## config.mk

```make
export PLATFORM = sky130hd
export DESIGN_NAME = klrs_ctrl
export DESIGN_NICKNAME = d
export VERILOG_FILES = /design/src/klrs_pkg.sv /design/src/klrs_ctrl.sv
export SDC_FILE = /design/constraint.sdc
export NUM_CORES = 1
export LEC_CHECK = 0
export BUFFER_PORTS_ARGS = -buffer_cell sky130_fd_sc_hd__buf_2
export CAP_MARGIN = 10
export CORE_AREA = 2 2 212 214
export DETAILED_ROUTE_END_ITERATION = 12
export DIE_AREA = 0 0 214 216
export GPL_TIMING_DRIVEN = 0
export PLACE_DENSITY = 0.62
export SLEW_MARGIN = 20
export SYNTH_ARGS = -nofsm -noshare
export SYNTH_HDL_FRONTEND = slang
export SYNTH_SLANG_ARGS = --single-unit
```

## constraint.sdc

```tcl
create_clock -name clock -period 12.4 [get_ports clock]
set_input_delay 1.24 -clock clock [delete_from_list [all_inputs] [get_ports clock]]
set_output_delay 1.24 -clock clock [all_outputs]
set_load 0.1 [all_outputs]
```

## src/klrs_pkg.sv

```systemverilog
// ---------------------------------------------------------------------------
// Keyed LIFO store package
// Sizes, operation and status codes, and the types shared between the
// sequencer, the entry memory and the checker.
// ---------------------------------------------------------------------------
package klrs_pkg;

   // Store geometry.
   localparam int DEPTH         = 64;
   localparam int KEY_WIDTH     = 64;
   localparam int PAYLOAD_WIDTH = 64;
   localparam int FIELD_WIDTH   = 64;
   localparam int OCC_WIDTH     = 7;
   localparam int IDX_WIDTH     = $clog2(DEPTH);
   localparam int CNT_WIDTH     = $clog2(DEPTH + 1);

   typedef logic [IDX_WIDTH-1:0]   idx_type;
   typedef logic [CNT_WIDTH-1:0]   cnt_type;
   typedef logic [OCC_WIDTH-1:0]   occ_type;
   typedef logic [FIELD_WIDTH-1:0] field_type;

   // Operation codes.
   localparam logic [1:0] OP_PUSH  = 2'd0;
   localparam logic [1:0] OP_POP   = 2'd1;
   localparam logic [1:0] OP_CLEAR = 2'd2;

   // Status codes.
   localparam logic [1:0] ST_OK      = 2'd0;
   localparam logic [1:0] ST_FULL    = 2'd1;
   localparam logic [1:0] ST_NOMATCH = 2'd2;

   // One stored entry.
   typedef struct packed {
      logic [KEY_WIDTH-1:0]     key;
      logic [PAYLOAD_WIDTH-1:0] payload;
   } entry_type;

   // Access request from the sequencer to the entry memory.
   typedef struct packed {
      logic      wr_en;
      idx_type   wr_addr;
      entry_type wr_data;
      logic      rd_en;
      idx_type   rd_addr;
   } mem_req_type;

endpackage

```

## src/klrs_ctrl.sv

```systemverilog
// ---------------------------------------------------------------------------
// Keyed LIFO store sequencer
// Runs push, pop and clear against the entry memory. A pop walks the memory
// from the newest entry downwards, one read per cycle, then shifts the newer
// entries down one place to close the gap, again one entry per cycle.
// ---------------------------------------------------------------------------
module klrs_ctrl (
   input  logic                             clock,
   input  logic                             reset,
   input  logic                             req_valid,
   output logic                             req_ready,
   input  logic [1:0]                       req_opcode,
   input  logic [klrs_pkg::FIELD_WIDTH-1:0] req_entry_key,
   input  logic [klrs_pkg::FIELD_WIDTH-1:0] req_entry_payload,
   output logic                             rsp_valid,
   input  logic                             rsp_ready,
   output logic [1:0]                       rsp_status,
   output logic [klrs_pkg::FIELD_WIDTH-1:0] rsp_found_key,
   output logic [klrs_pkg::FIELD_WIDTH-1:0] rsp_found_payload,
   output logic [klrs_pkg::OCC_WIDTH-1:0]   rsp_occupancy,
   output klrs_pkg::mem_req_type            mem_req,
   input  klrs_pkg::entry_type              rd_data
);

   typedef enum logic [1:0] {
      S_IDLE,
      S_SCAN,
      S_SHIFT,
      S_DONE
   } state_type;

   state_type                            state_ff, state_in;
   klrs_pkg::cnt_type                    count_ff, count_in;
   klrs_pkg::cnt_type                    addr_ff, addr_in;
   logic                                 issue_ff, issue_in;
   logic                                 pend_ff, pend_in;
   klrs_pkg::idx_type                    pend_addr_ff, pend_addr_in;
   logic [klrs_pkg::KEY_WIDTH-1:0]       key_ff, key_in;
   logic [1:0]                           res_status_ff, res_status_in;
   logic [klrs_pkg::KEY_WIDTH-1:0]       res_key_ff, res_key_in;
   logic [klrs_pkg::PAYLOAD_WIDTH-1:0]   res_payload_ff, res_payload_in;
   logic                                 rsp_valid_ff, rsp_valid_in;
   logic [1:0]                           rsp_status_ff, rsp_status_in;
   logic [klrs_pkg::FIELD_WIDTH-1:0]     rsp_key_ff, rsp_key_in;
   logic [klrs_pkg::FIELD_WIDTH-1:0]     rsp_payload_ff, rsp_payload_in;
   klrs_pkg::occ_type                    rsp_occ_ff, rsp_occ_in;
   logic                                 key_hit;
   klrs_pkg::cnt_type                    pend_next;

   // A zero request key matches any entry.
   assign key_hit   = (key_ff == '0) || (rd_data.key == key_ff);
   assign pend_next = klrs_pkg::cnt_type'(pend_addr_ff) + klrs_pkg::cnt_type'(1);

   // Next-state and memory request logic.
   always_comb begin
      state_in       = state_ff;
      count_in       = count_ff;
      addr_in        = addr_ff;
      issue_in       = issue_ff;
      pend_in        = pend_ff;
      pend_addr_in   = pend_addr_ff;
      key_in         = key_ff;
      res_status_in  = res_status_ff;
      res_key_in     = res_key_ff;
      res_payload_in = res_payload_ff;
      rsp_valid_in   = rsp_valid_ff && !rsp_ready;
      rsp_status_in  = rsp_status_ff;
      rsp_key_in     = rsp_key_ff;
      rsp_payload_in = rsp_payload_ff;
      rsp_occ_in     = rsp_occ_ff;

      mem_req         = '0;
      mem_req.rd_addr = addr_ff[klrs_pkg::IDX_WIDTH-1:0];
      mem_req.wr_addr = count_ff[klrs_pkg::IDX_WIDTH-1:0];

      case (state_ff)
         S_IDLE: begin
            if (req_valid) begin
               key_in         = req_entry_key;
               res_status_in  = klrs_pkg::ST_OK;
               res_key_in     = '0;
               res_payload_in = '0;
               state_in       = S_DONE;
               case (req_opcode)
                  klrs_pkg::OP_PUSH: begin
                     if (count_ff >= klrs_pkg::cnt_type'(klrs_pkg::DEPTH)) begin
                        res_status_in = klrs_pkg::ST_FULL;
                     end else begin
                        mem_req.wr_en           = 1'b1;
                        mem_req.wr_data.key     = req_entry_key;
                        mem_req.wr_data.payload =
                           req_entry_payload[klrs_pkg::PAYLOAD_WIDTH-1:0];
                        count_in = count_ff + klrs_pkg::cnt_type'(1);
                     end
                  end
                  klrs_pkg::OP_POP: begin
                     if (count_ff == '0) begin
                        res_status_in = klrs_pkg::ST_NOMATCH;
                     end else begin
                        addr_in  = count_ff - klrs_pkg::cnt_type'(1);
                        issue_in = 1'b1;
                        pend_in  = 1'b0;
                        state_in = S_SCAN;
                     end
                  end
                  klrs_pkg::OP_CLEAR: begin
                     count_in = '0;
                  end
                  default: begin
                     // Unused code: report success and leave the store alone.
                  end
               endcase
            end
         end

         S_SCAN: begin
            // Issue the next read from the newest entry downwards.
            mem_req.rd_en = issue_ff;
            pend_in       = issue_ff;
            pend_addr_in  = addr_ff[klrs_pkg::IDX_WIDTH-1:0];
            if (issue_ff) begin
               if (addr_ff == '0) begin
                  issue_in = 1'b0;
               end else begin
                  addr_in = addr_ff - klrs_pkg::cnt_type'(1);
               end
            end
            // Check the entry read in the previous cycle.
            if (pend_ff && key_hit) begin
               res_key_in     = rd_data.key;
               res_payload_in = rd_data.payload;
               addr_in        = pend_next;
               issue_in       = (pend_next < count_ff);
               pend_in        = 1'b0;
               state_in       = S_SHIFT;
            end else if (pend_ff && (pend_addr_ff == '0)) begin
               res_status_in = klrs_pkg::ST_NOMATCH;
               issue_in      = 1'b0;
               pend_in       = 1'b0;
               state_in      = S_DONE;
            end
         end

         S_SHIFT: begin
            // Read entry r+1 and write it back one place lower in the next cycle.
            mem_req.rd_en = issue_ff;
            pend_in       = issue_ff;
            pend_addr_in  = addr_ff[klrs_pkg::IDX_WIDTH-1:0];
            if (issue_ff) begin
               addr_in  = addr_ff + klrs_pkg::cnt_type'(1);
               issue_in = ((addr_ff + klrs_pkg::cnt_type'(1)) < count_ff);
            end
            if (pend_ff) begin
               mem_req.wr_en   = 1'b1;
               mem_req.wr_addr = pend_addr_ff - klrs_pkg::idx_type'(1);
               mem_req.wr_data = rd_data;
            end
            if (!issue_ff && !pend_ff) begin
               count_in = count_ff - klrs_pkg::cnt_type'(1);
               state_in = S_DONE;
            end
         end

         S_DONE: begin
            // Hand the result to the output register once it is free.
            if (!rsp_valid_ff || rsp_ready) begin
               rsp_valid_in   = 1'b1;
               rsp_status_in  = res_status_ff;
               rsp_key_in     = klrs_pkg::field_type'(res_key_ff);
               rsp_payload_in = klrs_pkg::field_type'(res_payload_ff);
               rsp_occ_in     = klrs_pkg::occ_type'(count_ff);
               state_in       = S_IDLE;
            end
         end

         default: begin
            state_in = S_IDLE;
         end
      endcase
   end

   // State and registered outputs.
   always_ff @(posedge clock) begin
      if (reset) begin
         state_ff     <= S_IDLE;
         count_ff     <= '0;
         issue_ff     <= 1'b0;
         pend_ff      <= 1'b0;
         rsp_valid_ff <= 1'b0;
      end else begin
         state_ff     <= state_in;
         count_ff     <= count_in;
         issue_ff     <= issue_in;
         pend_ff      <= pend_in;
         rsp_valid_ff <= rsp_valid_in;
      end
      addr_ff        <= addr_in;
      pend_addr_ff   <= pend_addr_in;
      key_ff         <= key_in;
      res_status_ff  <= res_status_in;
      res_key_ff     <= res_key_in;
      res_payload_ff <= res_payload_in;
      rsp_status_ff  <= rsp_status_in;
      rsp_key_ff     <= rsp_key_in;
      rsp_payload_ff <= rsp_payload_in;
      rsp_occ_ff     <= rsp_occ_in;
   end

   assign req_ready         = (state_ff == S_IDLE);
   assign rsp_valid         = rsp_valid_ff;
   assign rsp_status        = rsp_status_ff;
   assign rsp_found_key     = rsp_key_ff;
   assign rsp_found_payload = rsp_payload_ff;
   assign rsp_occupancy     = rsp_occ_ff;

endmodule

```

==> impl_metrics.json <==
{
  "outcome": "complete, no violations",
  "synth_nets": 1339,
  "syn-cell-area_um2": 15300,
  "regArea_um2": 10600,
  "ys_ff_latch": 356,
  "synth_edf_count": 344,
  "cts.clk_slew.worst_paths_ns": 0.06,
  "total_power_mw": 5.33,
  "synthFlopType": "edfxtp_1",
  "grt_pass1_vias": 11600,
  "drv_cap": 0,
  "slew_violations": 0,
  "final_common_cell": "buf_2",
  "reg2reg_to": "res_payload_ff[60]$_SDFFCE_PN0P_",
  "finalSetupTns_ns": 0,
  "crit_start": "state_ff[0]$_SDFFE_PP0P_",
  "min_period_over_period": 0.494,
  "clock-root-buffer": "clkbuf_16",
  "finalNonFillerCells": 2276,
  "ys_warn_count": 0,
  "avgSynthCellArea_um2": 14.5,
  "wl_um": 58900,
  "cts_resized": 0,
  "core_um2": 43800,
  "worstHoldStart": "res_key_ff[31]$_SDFFCE_PN0P_",
  "synth_mux_area_frac": 0.00335,
  "ys_types": 57,
  "synth-simple-area-share": 0.107,
  "fin_crit_ns": 6.12,
  "synth_compound_area_frac": 0.107,
  "worst_ep_required_time_ns": 11.16,
  "place_hpwl_um": 45400,
  "fillCellCount": 3929,
  "drt_iter0_drc": 1354,
  "fin_nets": 1937,
  "placementRows": 77,
  "post-place-cells": 2202,
  "hold_depth": 0,
  "clock_latency_ns": 0.57,
  "routabilityCongestion": 0.956,
  "yosys.area_share.adder": 0.0188,
  "placement.io_buffers": 542,
  "fmax_mhz": 163,
  "wl_per_cell_um": 25.9,
  "timing_hold_violations_final": 0,
  "hold_end": "rsp_found_key[31]$_DFFE_PP_",
  "critPathCaptureType": "primary output",
  "die_y_um": 216,
  "die_area_um2": 46200,
  "postSynth.asyncResetShare": 0,
  "drc": 0,
  "synthCells": 1054,
  "cts_setup_buffers": 0,
  "cts-buffers-inserted": 40,
  "synth_top_family_by_area": "simple AND/OR/NAND/NOR gates",
  "crit-reg2reg-launch": "key_ff[48]$_DFFE_PP_",
  "finClkSkew_ns": 0.0269,
  "setup_violations": 0,
  "io_pins": 543,
  "dieWidth_um": 214,
  "clock_sinks": 356,
  "grt_usage": 0.247,
  "multiInputGateArea_um2": 4400,
  "synth_seq_area_share": 0.690,
  "fin_util": 0.465,
  "slew-limit-headroom": 0.212,
  "whs_ns": 0.405,
  "critPathKind": "reg -> out",
  "grt_setup_unrepaired": "false",
  "irDropWorstVdd_mv": 0.217,
  "cts_tree": "built",
  "grt_overflow_total": 0,
  "worst_slew_pin_slew_ns": 1.18,
  "leakagePower_nw": 8.25,
  "grt_first_pass_wirelength_um": 81700,
  "critPathMaxFanout": 10,
  "reg2reg_setup_slack_ns": 8.12,
  "initial_core_util": 0.349,
  "synthToLayoutAreaGrowth_pct": 33.2,
  "vias": 12000,
  "r2r_cells": 11,
  "synth_xor_area_frac": 0.0498,
  "drive_gt1_frac": 0.379,
  "dr.pass1.iters": 6,
  "power_density_nw_per_um2": 261,
  "via_per_inst": 5.28,
  "crit_arrival_ns": 4.88,
  "cts_hold_buf": 0,
  "cp-start-kind": "flop",
  "cts_max_level": 2,
  "final_cell_mix": "buf_2 (543), edfxtp_1 (344), and2_1 (130), a22o_1 (128), xnor2_1 (78)",
  "postRouteAntennaNets": 0,
  "antenna_found_initial": 5,
  "hold_path.class": "reg -> reg",
  "grt_max_degree": 50,
  "clockBufferDepth": 3
}
==> area by class of cell <==
class	instances	area share
Multi-Input combinational cell	609	0.216
Clock inverter	18	0.00846
Timing Repair Buffer	556	0.150
Buffer	67	0.0141
Sequential cell	356	0.518
Clock buffer	52	0.0523
Inverter	22	0.00423
Antenna cell	4	0.000491
Tap cell	592	0.0363
==> worst max path at each step <==
stage               slack [ns]                               end
finish                    6.28                       mem_req[95]
global route              6.09                       mem_req[95]
CTS                       6.18                       mem_req[95]
detailed placement        6.49                       mem_req[95]
global placement         -1.40  res_payload_ff[60]$_SDFFCE_PN0P_
floorplan                 3.36       res_key_ff[0]$_SDFFCE_PN0P_
==> power breakdown <==
group	switching [mW]	internal, mW	leakage, nW	total, mW
Clock	0.485	0.653	0.611	1.14
Sequential	0.170	1.91	3.38	2.07
Combinational	1.58	0.538	4.26	2.12
==> stage by stage <==
| stage | cell area (um^2) | setup WS (ns) |
|---|---|---|
| final | 20400 | 6.28 |
| after global routing | 20400 | 6.09 |
| after CTS | 20400 | 6.18 |
| after detailed placement | 19100 | 6.49 |
| after global placement | 18800 | -1.40 |
| after floorplan | 15300 | 3.36 |
==> layer usage <==
layer / vias up / GRT usage / share of wire / wire length (um)
met2: 713 / 0.396 / 0.47 / 27800
met1: 5970 / 0.329 / 0.40 / 23800
met4: 2 / 0.0860 / 0.033 / 1930
li1: 5228 / - / - / -
met5: - / 0 / 0.00017 / 10
met3: 109 / 0.0600 / 0.092 / 5400
==> critical path, stage by stage, from the launching register on <==
cell	delay [ns]
dfxtp_1	0.34
inv_1	0.13
ha_1	0.18
clkbuf_1	0.32
nand2_1	0.21
nor4_1	0.74
clkbuf_1	0.89
clkbuf_1	0.74
a22o_1	0.26
buf_2	0.50
==> flip-flops by register name, indices dropped and copies added, names as in the netlist, 6 cells and up <==
name               count
addr_ff                7
count_ff               7
key_ff                64
pend_addr_ff           6
res_key_ff            64
res_payload_ff        64
rsp_found_key         64
rsp_found_payload     64
rsp_occupancy          7
==> Yosys cell counts (all sizes together) (3+ instances only) <==
library cell    n  area share
a21oi          23      0.0075
and3            5      0.0020
o21ai          14      0.0056
ha             23       0.019
buf             8      0.0040
nor2b           5      0.0020
nor3            7      0.0023
nor4           22      0.0094
a22o          128       0.073
nand3          12      0.0039
nor2           37      0.0091
a311oi          3      0.0017
a31oi           8      0.0033
dfxtp          12       0.016
nand2          34      0.0083
or2             3      0.0014
edfxtp        344        0.67
nand2b          3      0.0012
and2          130       0.053
xor2            9      0.0051
a211oi          5      0.0025
xnor2          78       0.045
clkbuf         59       0.014
mux2i           4      0.0026
nand4          25       0.010
inv            21      0.0051
==> cell families (layout without fill, tap and decap cells) <==
group,count (synthesis),in the layout
flops,356,356
simple gates,291,291
compound gates,203,203
buf+inv,89,715
xor+xnor,87,87
fa+ha+maj,23,23
mux,5,5
other cells,0,4
Note: power is estimated with default switching activity, not from simulation.
